$ cat config.mk
export PLATFORM = sky130hd
export DESIGN_NAME = cbsm_ram
export DESIGN_NICKNAME = d
export VERILOG_FILES = /design/src/hdl/cartridge_bank_switch_mapper_assert.svh /design/src/hdl/cbsm_ram.sv
export SDC_FILE = /design/constraint.sdc
export NUM_CORES = 1
export LEC_CHECK = 0
export BUFFER_PORTS_ARGS = -buffer_cell sky130_fd_sc_hd__buf_2
export CORE_ASPECT_RATIO = 1.4
export CORE_UTILIZATION = 60
export DETAILED_ROUTE_END_ITERATION = 8
export PLACE_DENSITY = 0.76
export SYNTH_ARGS = -nofsm -noshare
export SYNTH_HDL_FRONTEND = slang
export SYNTH_SLANG_ARGS = --single-unit
$ cat constraint.sdc
create_clock -name i_clk -period 3.7 [get_ports i_clk]
set_input_delay 0.74 -clock i_clk [delete_from_list [all_inputs] [get_ports i_clk]]
set_output_delay 0.74 -clock i_clk [all_outputs]
set_load 0.03 [all_outputs]
$ cat src/hdl/cartridge_bank_switch_mapper_assert.svh
// assertion macros for the cartridge bank switch mapper
// used by cbsm_ctrl and cartridge_bank_switch_mapper; no other dependencies
`ifndef CARTRIDGE_BANK_SWITCH_MAPPER_ASSERT_SVH
`define CARTRIDGE_BANK_SWITCH_MAPPER_ASSERT_SVH
`ifndef NO_ASSERTIONS
// check on the clock, disabled while reset is applied
`define CBSM_ASSERT(lbl, clk, rst_n, prop, msg) \
    lbl: assert property (@(posedge clk) disable iff (!rst_n) prop) else $error(msg);
// check on the clock, also while reset is applied
`define CBSM_ASSERT_ALWAYS(lbl, clk, prop, msg) \
    lbl: assert property (@(posedge clk) prop) else $error(msg);
`else
`define CBSM_ASSERT(lbl, clk, rst_n, prop, msg)
`define CBSM_ASSERT_ALWAYS(lbl, clk, prop, msg)
`endif
`endif

$ cat src/hdl/cbsm_ram.sv
// generic single-port synchronous ram with registered read
// no dependencies
`default_nettype none

module cbsm_ram #(
    parameter int WIDTH = 8,
    parameter int DEPTH = 128
) (
    input  wire logic                     i_clk,
    input  wire logic                     i_en,
    input  wire logic                     i_we,
    input  wire logic [$clog2(DEPTH)-1:0] i_addr,
    input  wire logic [WIDTH-1:0]         i_wdata,
    output logic      [WIDTH-1:0]         o_rdata
);

    logic [WIDTH-1:0] r_mem [DEPTH];
    logic [WIDTH-1:0] r_rdata;

    // write, or read into the output register
    always_ff @(posedge i_clk) begin
        if (i_en) begin
            if (i_we) begin
                r_mem[i_addr] <= i_wdata;
            end else begin
                r_rdata <= r_mem[i_addr];
            end
        end
    end

    assign o_rdata = r_rdata;

endmodule

`default_nettype wire

==> impl_metrics.ini <==
[floorplan]
rows = 112
coreArea_sq_um = 66700
start_util_pct = 60.8
dieWidth_um = 222
io_pins = 26
dieArea_sq_um = 68600
die_h_um = 310

[synth]
synth_adder_area_share_pct = 0
syn_area_sq_um = 40500
ys_seq_area_share_pct = 76.4
synthMostInstantiatedCell = edfxtp_1
yosysTopAreaCell = edfxtp_1
synth-warning-count = 0
synth.area.mux_share_pct = 4.48
synth_top_family_by_area = compound AO/OA/AOI/OAI gates
ys_top_cells_by_count = 1032 x edfxtp_1, 186 x nor2_1, 147 x a221oi_1, 142 x mux2i_1, 93 x a22oi_1
yosys_register_bits = 1032
synth_top_area_share_pct = 76.4
synth.area.top_cells = edfxtp_1 76%, mux2i_1 3.5%, a221oi_1 3.2%, a22oi_1 1.7%, nor2_1 1.7%
avgSynthCellArea_sq_um = 16.4
yosys.area_share.simple_pct = 4.41
syn_nets = 2486
synthXorXnorAreaFrac_pct = 0
synth_edf_count = 1032
synthFlopType = edfxtp_1
synth-compound-area-share_pct = 12.4
async_reset_ff_share_pct = 0
netlist_instances = 2468
ys_types = 69

[critical_path]
crit_path_end_kind = register
arrival_ns = 3.56
critical_path.max_stage_delay_ns = 0.61
r2r_setup_slack_ns = 0.94
path_cells = buf_8, nor2b_4, buf_4, a221oi_1, nor2_1, o21ai_0, a41oi_1, or4_1
worstPathRequired_ns = 4.11
critPathSlowestCell = or4_1
critPathMaxFanout = 32
rr_endpoint = o_rdata[6]$_DFFE_PP_
reg2reg_from = r_mem[74][6]$_DFFE_PP_
critPathBufInv = 2
r2r_cells = 5
critPathKind = in2reg
cp-start-kind = input port
cp_top_family = compound AO/OA/AOI/OAI gates

[route]
routed_wl_um = 124000
drtAntennaViolNets = 0
top_layer_used = met5
first_pass_iters = 8
wl_met3_um = 14500
drc = 0
vias_per_cell = 7.15
wl_met2_um = 59000
wl_met1_um = 40400
wire_per_inst_um = 33.9
dr_total_vias = 26200
drt_iter0_markers = 4021

[grt]
antenna_found_initial = 3
grt_max_degree = 119
grt_overflow = 0
grt_pass1_vias = 25700
grt_usage_pct = 36.4
grt_pass1_wl_um = 177000

[timing]
min_period_over_period_pct = 85.2
hold_viol_final = 0
slew_viol_final = 0
tns_ns = 0
skew_ns = 0.0344
slew_headroom_pct = 18.2
layout_min_cycle_time_ns = 3.15
setup_viol = 0
tightest_slew_ns = 1.22
fmax_ghz = 0.317
rsz0062_at_grt = no
holdWs_ns = 0.439

[final_layout]
areaGrowthSynthToFinish_pct = 16.0
drive_above_1_share_pct = 19.9
layout.nets = 2754
diodes = 0

[power_and_ir_drop]
power.total_mw = 24.6
leakage_nw = 15.7
powerDensity_nw_per_um2 = 522
ir_drop_mv = 0.363

[place]
routabilityCongestion = 1.00
port_buffers = 25
dpl.hpwl_um = 80200

[cts]
clock-sinks = 1032
cts_buffer_depth = 3
cts_buffers = 91
worstSkewPairLatency_ns = 0.67
tritoncts = yes
htree_levels = 3
cts.repair.resized = 0
ctsRootBufferMaster = clkbuf_16
clk_pin_slew_ns = 0.07
post-cts-setup-buffers = 0
cts_hold_buf = 0

[hold_path]
hold_path.class = in2reg
min_to = r_mem[101][4]$_DFFE_PP_
hp-start = i_wdata[4]
hold_depth = 1

[run]
cap_violations = 0

[status]
outcome = finished, final reports clean
==> cell families (layout without fill, tap and decap cells) <==
group,count (synthesis),in the layout
buffers and inverters,193,533
DFF,1032,1032
muxes,171,171
AOI/OAI and AO/OA,680,680
and+or+nand+nor,392,392
==> worst max path at each step <==
| stage | start | to | slack [ns] | cells past startpoint |
|---|---|---|---|---|
| floorplan | i_addr[2] | r_mem[96][0]$_DFFE_PP_ | 0.65 | 10 |
| global placement | i_addr[1] | o_rdata[7]$_DFFE_PP_ | 0.02 | 8 |
| detailed placement | i_addr[1] | o_rdata[7]$_DFFE_PP_ | 0.02 | 8 |
| CTS | i_addr[1] | o_rdata[7]$_DFFE_PP_ | 0.72 | 8 |
| global route | i_addr[2] | o_rdata[7]$_DFFE_PP_ | 0.61 | 9 |
| finish | i_addr[1] | o_rdata[6]$_DFFE_PP_ | 0.55 | 8 |
==> placed cells by master (no fill, tap or decap), types with 35 or more instances in the layout <==
cell type     n
edfxtp_1   1032
buf_4       309
nor2_1      183
a221oi_1    147
mux2i_1     142
a22oi_1      93
clkbuf_16    93
nand2_1      92
a21oi_1      91
o22ai_1      78
o21ai_0      78
a22o_1       71
buf_12       35
==> state kept, by name, summed over array words and instances (netlist names) <==
signal	count
o_rdata	8
r_mem	1024
==> worst reg2reg max path, stage by stage, from the launching register on <==
cell and delay (ns):
edfxtp_1 0.39, a221oi_1 0.35, nor2_1 0.13, o21ai_0 0.59, a41oi_1 0.43, or4_1 0.61
==> where the power goes <==
part / leakage [nW] / internal (mW) / total [mW] / switching (mW)
registers: 9.28 / 12.9 / 12.9 / 0.0165
clock network: 1.53 / 5.85 / 10.1 / 4.21
logic: 4.87 / 0.502 / 1.60 / 1.10
total: 15.7 / 19.2 / 24.6 / 5.32
==> routing by layer <==
layer / global-route usage [%] / vias to the layer above
met1: 43.8 / 13000
met4: 26.6 / 4
li1: - / 10600
met5: 0 / -
met3: 7.69 / 512
met2: 58.7 / 2121
==> area by class of cell <==
cell class | count | area (sq um)
fillers | 4096 | 19700
well taps | 855 | 1070
clock buffers | 104 | 2370
multi-input cells | 1243 | 8670
inverters | 7 | 27.5
repair buffers | 361 | 3130
clock inverters | 61 | 764
flip-flops and latches | 1032 | 31000
==> stage by stage <==
step                setup WS (ns)  area, sq um  util [%]  instances
global route                0.613        47000      70.5       3663
CTS                         0.717        47000      70.5       3663
global placement           0.0167        43900      65.8       3498
detailed placement         0.0232        43900      65.8       3498
floorplan                   0.646        40500         -       2468
finish                      0.548        47000      70.5       3663
Power figures use the tool's default switching activity.
