$ cat src/hdl/cartridge_bank_switch_mapper_assert.svh
// assertion macros for the cartridge bank switch mapper
// used by cbsm_ctrl and cartridge_bank_switch_mapper; no other dependencies
`ifndef CARTRIDGE_BANK_SWITCH_MAPPER_ASSERT_SVH
`define CARTRIDGE_BANK_SWITCH_MAPPER_ASSERT_SVH
`ifndef NO_ASSERTIONS
// check on the clock, disabled while reset is applied
`define CBSM_ASSERT(lbl, clk, rst_n, prop, msg) \
    lbl: assert property (@(posedge clk) disable iff (!rst_n) prop) else $error(msg);
// check on the clock, also while reset is applied
`define CBSM_ASSERT_ALWAYS(lbl, clk, prop, msg) \
    lbl: assert property (@(posedge clk) prop) else $error(msg);
`else
`define CBSM_ASSERT(lbl, clk, rst_n, prop, msg)
`define CBSM_ASSERT_ALWAYS(lbl, clk, prop, msg)
`endif
`endif

$ cat src/hdl/cbsm_pkg.sv
// shared constants and types for the cartridge bank switch mapper
// no dependencies
`default_nettype none

package cbsm_pkg;

    // default sizes
    localparam int NUM_BANKS_DEF = 64;
    localparam int RAM_BYTES_DEF = 128;

    // field widths
    localparam int ADDR_W     = 13;
    localparam int OFF_W      = 12;
    localparam int DATA_W     = 8;
    localparam int INDEX_W    = 18;
    localparam int CFG_IDX_W  = 1;
    localparam int CFG_DATA_W = 6;

    // opcodes
    localparam logic OP_ACCESS = 1'b0;
    localparam logic OP_LOAD   = 1'b1;

    // configuration register indexes
    localparam logic [CFG_IDX_W-1:0] CFG_RAM_MODE     = 1'b0;
    localparam logic [CFG_IDX_W-1:0] CFG_STARTUP_BANK = 1'b1;

    // address decode
    localparam int                 A12_BIT     = 12;
    localparam logic [OFF_W-1:0]   HOT_FIRST   = 12'hF80;
    localparam logic [OFF_W-1:0]   HOT_LAST    = 12'hFBF;
    localparam logic [ADDR_W-1:0]  PORT_JOY    = 13'h280;
    localparam logic [ADDR_W-1:0]  PORT_SWITCH = 13'h282;

    // bank selected out of reset
    localparam logic [CFG_DATA_W-1:0] STARTUP_BANK_RST = 6'd1;

    // per-request result information carried alongside the memory read
    typedef struct packed {
        logic drive_bus;
        logic src_ram;
        logic exited;
    } t_meta;

endpackage

`default_nettype wire

$ cat src/hdl/cbsm_ctrl.sv
// request decode, bank and port state, configuration registers
// depends on cbsm_pkg and cartridge_bank_switch_mapper_assert.svh
`default_nettype none
`include "cartridge_bank_switch_mapper_assert.svh"

module cbsm_ctrl #(
    parameter int NUM_BANKS = cbsm_pkg::NUM_BANKS_DEF,
    parameter int RAM_BYTES = cbsm_pkg::RAM_BYTES_DEF,
    parameter int BANK_W    = $clog2(NUM_BANKS),
    parameter int IMG_AW    = BANK_W + cbsm_pkg::OFF_W,
    parameter int RAM_AW    = $clog2(RAM_BYTES)
) (
    input  wire logic                              i_clk,
    input  wire logic                              i_rst_n,
    input  wire logic                              i_cfg_we,
    input  wire logic [cbsm_pkg::CFG_IDX_W-1:0]    i_cfg_index,
    input  wire logic [cbsm_pkg::CFG_DATA_W-1:0]   i_cfg_data,
    input  wire logic                              i_accept,
    input  wire logic                              i_opcode,
    input  wire logic [cbsm_pkg::ADDR_W-1:0]       i_bus_address,
    input  wire logic [cbsm_pkg::DATA_W-1:0]       i_bus_data,
    input  wire logic [cbsm_pkg::INDEX_W-1:0]      i_image_index,
    output logic                                   o_img_en,
    output logic                                   o_img_we,
    output logic      [IMG_AW-1:0]                 o_img_addr,
    output logic      [cbsm_pkg::DATA_W-1:0]       o_img_wdata,
    output logic                                   o_wram_en,
    output logic                                   o_wram_we,
    output logic      [RAM_AW-1:0]                 o_wram_addr,
    output logic      [cbsm_pkg::DATA_W-1:0]       o_wram_wdata,
    output cbsm_pkg::t_meta                        o_meta
);

    import cbsm_pkg::*;

    logic              r_ram_mode;
    logic [BANK_W-1:0] r_bank;
    logic              r_joy;
    logic              r_exited;
    logic [BANK_W-1:0] n_bank;
    logic              n_joy;
    logic              n_exited;

    logic              access;
    logic              is_load;
    logic [OFF_W-1:0]  off;
    logic [OFF_W-1:0]  hot_diff;
    logic              in_cart;
    logic              hot;
    logic              ram_wr;
    logic              ram_rd;
    logic              rom_rd;
    logic              rd;
    logic [BANK_W-1:0] bank_used;

    // address decode of the current request
    always_comb begin
        is_load   = (i_opcode == OP_LOAD);
        access    = !is_load && !r_exited;
        off       = i_bus_address[OFF_W-1:0];
        hot_diff  = off - HOT_FIRST;
        in_cart   = access && i_bus_address[A12_BIT];
        hot       = (off >= HOT_FIRST) && (off <= HOT_LAST);
        ram_wr    = in_cart && r_ram_mode && (off < OFF_W'(RAM_BYTES));
        rd        = in_cart && !ram_wr;
        ram_rd    = rd && r_ram_mode && (off < OFF_W'(2 * RAM_BYTES));
        rom_rd    = rd && !ram_rd;
        n_bank    = (rd && hot) ? hot_diff[BANK_W-1:0] : r_bank;
        bank_used = n_bank;
        n_joy     = r_joy;
        n_exited  = r_exited;
        if (access && (i_bus_address == PORT_JOY)) begin
            n_joy = !i_bus_data[DATA_W-1];
        end
        if (access && (i_bus_address == PORT_SWITCH) && !i_bus_data[0] && r_joy) begin
            n_exited = 1'b1;
        end
    end

    // memory requests
    always_comb begin
        o_img_en     = i_accept && (is_load || rom_rd);
        o_img_we     = is_load;
        o_img_addr   = is_load ? i_image_index[IMG_AW-1:0] : {bank_used, off};
        o_img_wdata  = i_bus_data;
        o_wram_en    = i_accept && (ram_wr || ram_rd);
        o_wram_we    = ram_wr;
        o_wram_addr  = off[RAM_AW-1:0];
        o_wram_wdata = i_bus_data;
        o_meta.drive_bus = rd;
        o_meta.src_ram   = ram_rd;
        o_meta.exited    = n_exited;
    end

    // configuration and mapper state
    always_ff @(posedge i_clk) begin
        if (!i_rst_n) begin
            r_ram_mode <= 1'b0;
            r_bank     <= STARTUP_BANK_RST[BANK_W-1:0];
            r_joy      <= 1'b0;
            r_exited   <= 1'b0;
        end else if (i_cfg_we) begin
            case (i_cfg_index)
                CFG_RAM_MODE:     r_ram_mode <= i_cfg_data[0];
                CFG_STARTUP_BANK: r_bank     <= i_cfg_data[BANK_W-1:0];
                default:          r_ram_mode <= r_ram_mode;
            endcase
        end else if (i_accept) begin
            r_bank   <= n_bank;
            r_joy    <= n_joy;
            r_exited <= n_exited;
        end
    end

    `CBSM_ASSERT(a_exit_sticky, i_clk, i_rst_n, r_exited |=> r_exited, "exit flag cleared")
    `CBSM_ASSERT(a_one_mem, i_clk, i_rst_n, !(o_img_en && o_wram_en), "both memories used")
    `CBSM_ASSERT(a_no_access_after_exit, i_clk, i_rst_n, r_exited |-> !o_wram_en, "ram used after exit")

endmodule

`default_nettype wire

$ cat config.mk
export PLATFORM = sky130hd
export DESIGN_NAME = cbsm_ctrl
export DESIGN_NICKNAME = d
export VERILOG_FILES = /design/src/hdl/cbsm_pkg.sv /design/src/hdl/cbsm_ctrl.sv
export VERILOG_INCLUDE_DIRS = /design/src /design/src/hdl
export SDC_FILE = /design/constraint.sdc
export NUM_CORES = 1
export LEC_CHECK = 0
export BUFFER_PORTS_ARGS = -buffer_cell sky130_fd_sc_hd__buf_4
export CAP_MARGIN = 20
export CORE_MARGIN = 5
export CORE_UTILIZATION = 30
export DETAILED_ROUTE_END_ITERATION = 10
export GPL_TIMING_DRIVEN = 0
export PLACE_DENSITY = 0.69
export SLEW_MARGIN = 20
export SYNTH_ARGS = -nofsm -noshare
export SYNTH_HDL_FRONTEND = slang
export SYNTH_SLANG_ARGS = --single-unit
export TNS_END_PERCENT = 50
$ cat constraint.sdc
create_clock -name i_clk -period 1.5 [get_ports i_clk]
set_input_delay 0.15 -clock i_clk [delete_from_list [all_inputs] [get_ports i_clk]]
set_output_delay 0.15 -clock i_clk [all_outputs]
set_load 0.005 [all_outputs]
==> flow_summary.toml <==
[floorplanning]
dieArea_um2 = 4611
core_um2 = 3284
row_count = 21
start_util = 0.3063
die_h_um = 67.91
die_w_um = 67.91
ios = 99

[synth]
synth.largest_area_cell = "buf_4"
synthCells = 121
synth_area_um2 = 1006
synth_top_flop_cell = "dfxtp_1"
synth_nets = 172
synth_compound_area_frac = 0.1853
synth_area_leaders = "buf_4, dfxtp_1, mux2_2, a21oi_1, mux2i_1"
synth.top_cell.area_share = 0.2015
synth.mux.area_fraction = 0.1841
syn-mean-instance-area_um2 = 8.314
ys_ff_latch = 9
async_reset_ff_frac = 0
synth-simple-area-share = 0.2077
synth-edff-count = 0
ys_warn_count = 0
synth_xor_area_frac = 0
synth-adder-area-share = 0
ys_types = 36
synth.most_common_cell = "buf_4"
ys_seq_area_frac = 0.1791
synth_top_family_by_area = "buffers and inverters"
yosys-top-cells-count = "buf_4, mux2_2, a21oi_1"

[sta]
clock_skew_ns = 0.004612
hold_viol_final = 0
setup_violations = 8
tns_ns = -1.572
fin_crit_ns = 1.749
finalMaxSlewViolations = 0
finalWorstSetupSlack_ns = -0.2492
worst_hold_slack_ns = 0.1497
rsz0062_at_grt = "true"
post-route-period-util = 1.166
worstMarginPinSlew_ns = 0.5161
max_slew_margin = 0.6559
fmax_ghz = 0.5717

[critical_path]
cp.arrival_ns = 1.60
crit_chain = "nor3b_2 -> and3_1 -> buf_6 -> mux2i_2 -> o21ai_1 -> buf_4"
r2r_cells = 5
crit_path_start = "r_exited"
path_class = "reg2out"
startpoint_type = "register"
cpLargestDelayFamily = "simple AND/OR/NAND/NOR gates"
regToRegEndpoint = "r_joy"
slowest_stage = "dfxtp_4"
path_buf_inv = 2
path_max_fanout = 8
critPathCaptureType = "output pin"
reg2reg_from = "r_exited"
worstPathRequired_ns = 1.35
cp_slowest_stage_delay_ns = 0.35
reg2reg_slack_ns = -0.09

[clock_tree]
clk_pin_slew_ns = 0.06
cts-hold-fix-buffers = 0
cts.sinks = 9
ctsHtreeMaxLevel = 1
cts_max_path_buffers = 2
cts_tree = "yes"
clk_latency_ns = 0.26
cts-root-buf = "clkbuf_4"
cts_buffers = 3

[power_and_ir_drop]
p_sw_uw = 239.3
peakVddDrop_uv = 411.4
p_int_uw = 618.4
power.leakage_uw = 0.0009169
power_frac_clock = 0.214
swShare = 0.2790
power_density_nw_per_um2 = 458.6
p_comb_frac = 0.485
total_power_uw = 857.8
p_seq_frac = 0.301

[detailed_routing]
ant_nets = 0
first_pass_iters = 4
drt_wl_total_mm = 3.929
drcViolationCount = 0
drt_iter0_markers = 30
vias = 1279
wl_per_cell_um = 14.72
vias_per_cell = 4.790

[global_route]
grt_pass1_vias = 1019
grt_pass1_wl_mm = 4.974
track_usage = 0.1413
grt_max_degree = 11
grt.overflow.total = 0
antenna_found_initial = 0

[placed_design]
place_area_um2 = 1732
hpwl_mm = 3.243
routabilityCongestion = 0.7310
port_buffers = 89

[cells_and_area]
n_antenna_cell = 0
fillers = 319
fin_area_um2 = 1871
nNetsFinal = 273
drive_gt1_frac = 0.6833
area_growth_pct = 85.94
final_core_util = 0.5695

[run_status]
violations = "setup timing"
status = "complete, but fails checks"

[hold_path]
hp-start = "i_cfg_data[0]"
whs_path_depth = 3
hp-class = "in2reg"
hold_end = "r_bank[0]"

[job]
maxCapViolCount = 0
## cell type report
type / count / area, um2 / area share
Buffer: 33 / 240.2 / 0.1284
Timing Repair Buffer: 97 / 739.5 / 0.3953
Inverter: 2 / 7.507 / 0.004013
Tap cell: 46 / 57.56 / 0.03077
Clock inverter: 1 / 5.005 / 0.002676
Sequential cell: 9 / 183.9 / 0.09833
Multi-Input combinational cell: 76 / 614.3 / 0.3284
Clock buffer: 3 / 22.52 / 0.01204
## worst reg2reg max path, cell delays in order, from the launching register on
cell	delay, ns
dfxtp_4	0.35
nor4_2	0.20
nand4_1	0.19
buf_4	0.19
or4_1	0.47
a21boi_1	0.12
## cells in the final DEF (no fill, tap or decap), types with 2 or more instances in the layout
| cell | n |
|---|---|
| buf_4 | 119 |
| mux2_2 | 12 |
| a21oi_1 | 10 |
| dfxtp_1 | 8 |
| buf_6 | 6 |
| nand2_1 | 5 |
| nor2b_1 | 5 |
| o221ai_1 | 5 |
| clkbuf_1 | 4 |
| nor3b_1 | 3 |
| a221o_1 | 3 |
| mux2i_1 | 3 |
| clkbuf_4 | 3 |
| nor4_2 | 2 |
| nand4_1 | 2 |
| and3_1 | 2 |
| o21ai_1 | 2 |
| inv_1 | 2 |
## flip-flops by register name, summed over array words and instances, names as in the netlist
name	cells
r_ram_mode	1
r_bank	6
r_exited	1
r_joy	1
## metal layers
layer | vias to the layer above | GRT usage | share of wire
met1 | 602 | 0.1468 | 0.35
li1 | 616 | - | -
met2 | 57 | 0.2758 | 0.52
met4 | 0 | 0.03722 | 0.0081
met3 | 4 | 0.03777 | 0.12
met5 | - | 0 | 0
## power groups by stage
| stage | Sequential (uW) | Clock (uW) | Combinational [uW] |
|---|---|---|---|
| 2_1_floorplan | 261 | 0 | 168 |
| 3_3_place_gp | 263 | 0 | 402 |
| 3_5_place_dp | 263 | 0 | 405 |
| 4_1_cts | 258 | 189 | 419 |
| 5_1_grt | 259 | 200 | 447 |
| 6_report | 258 | 183 | 416 |
## kinds of logic (layout without fill, tap and decap cells)
| logic type | Yosys count | in the layout |
|---|---|---|
| buffers and inverters | 36 | 136 |
| AO/OA/AOI/OAI | 27 | 27 |
| flip-flops | 9 | 9 |
| multiplexers | 17 | 17 |
| AND/OR/NAND/NOR | 32 | 32 |
## metrics by stage
| step | cells | worst slack (ns) |
|---|---|---|
| floorplan | 121 | 0.1031 |
| global placement | 256 | -0.2051 |
| detailed placement | 256 | -0.2109 |
| CTS | 267 | -0.2395 |
| global route | 267 | -0.3212 |
| finish | 267 | -0.2492 |
## worst max-delay path by stage
stage | endpoint | slack [ns] | depth (start not counted)
finish | o_img_addr[13] | -0.25 | 6
global route | o_img_addr[13] | -0.32 | 6
CTS | o_img_addr[12] | -0.24 | 6
detailed placement | o_img_addr[12] | -0.21 | 6
global placement | o_img_addr[12] | -0.21 | 6
floorplan | r_bank[0] | 0.10 | 5
## what timing repair did
action | in CTS | in global routing
endpoints found under the setup margin | 12 | 18
cloned | 0 | 0
setup buffers | 7 | 2
endpoints found under the hold margin | 0 | 0
resized for setup | 14 | 3
pin swaps | 13 | 2
No activity file was read; power rests on OpenSTA's default activity.
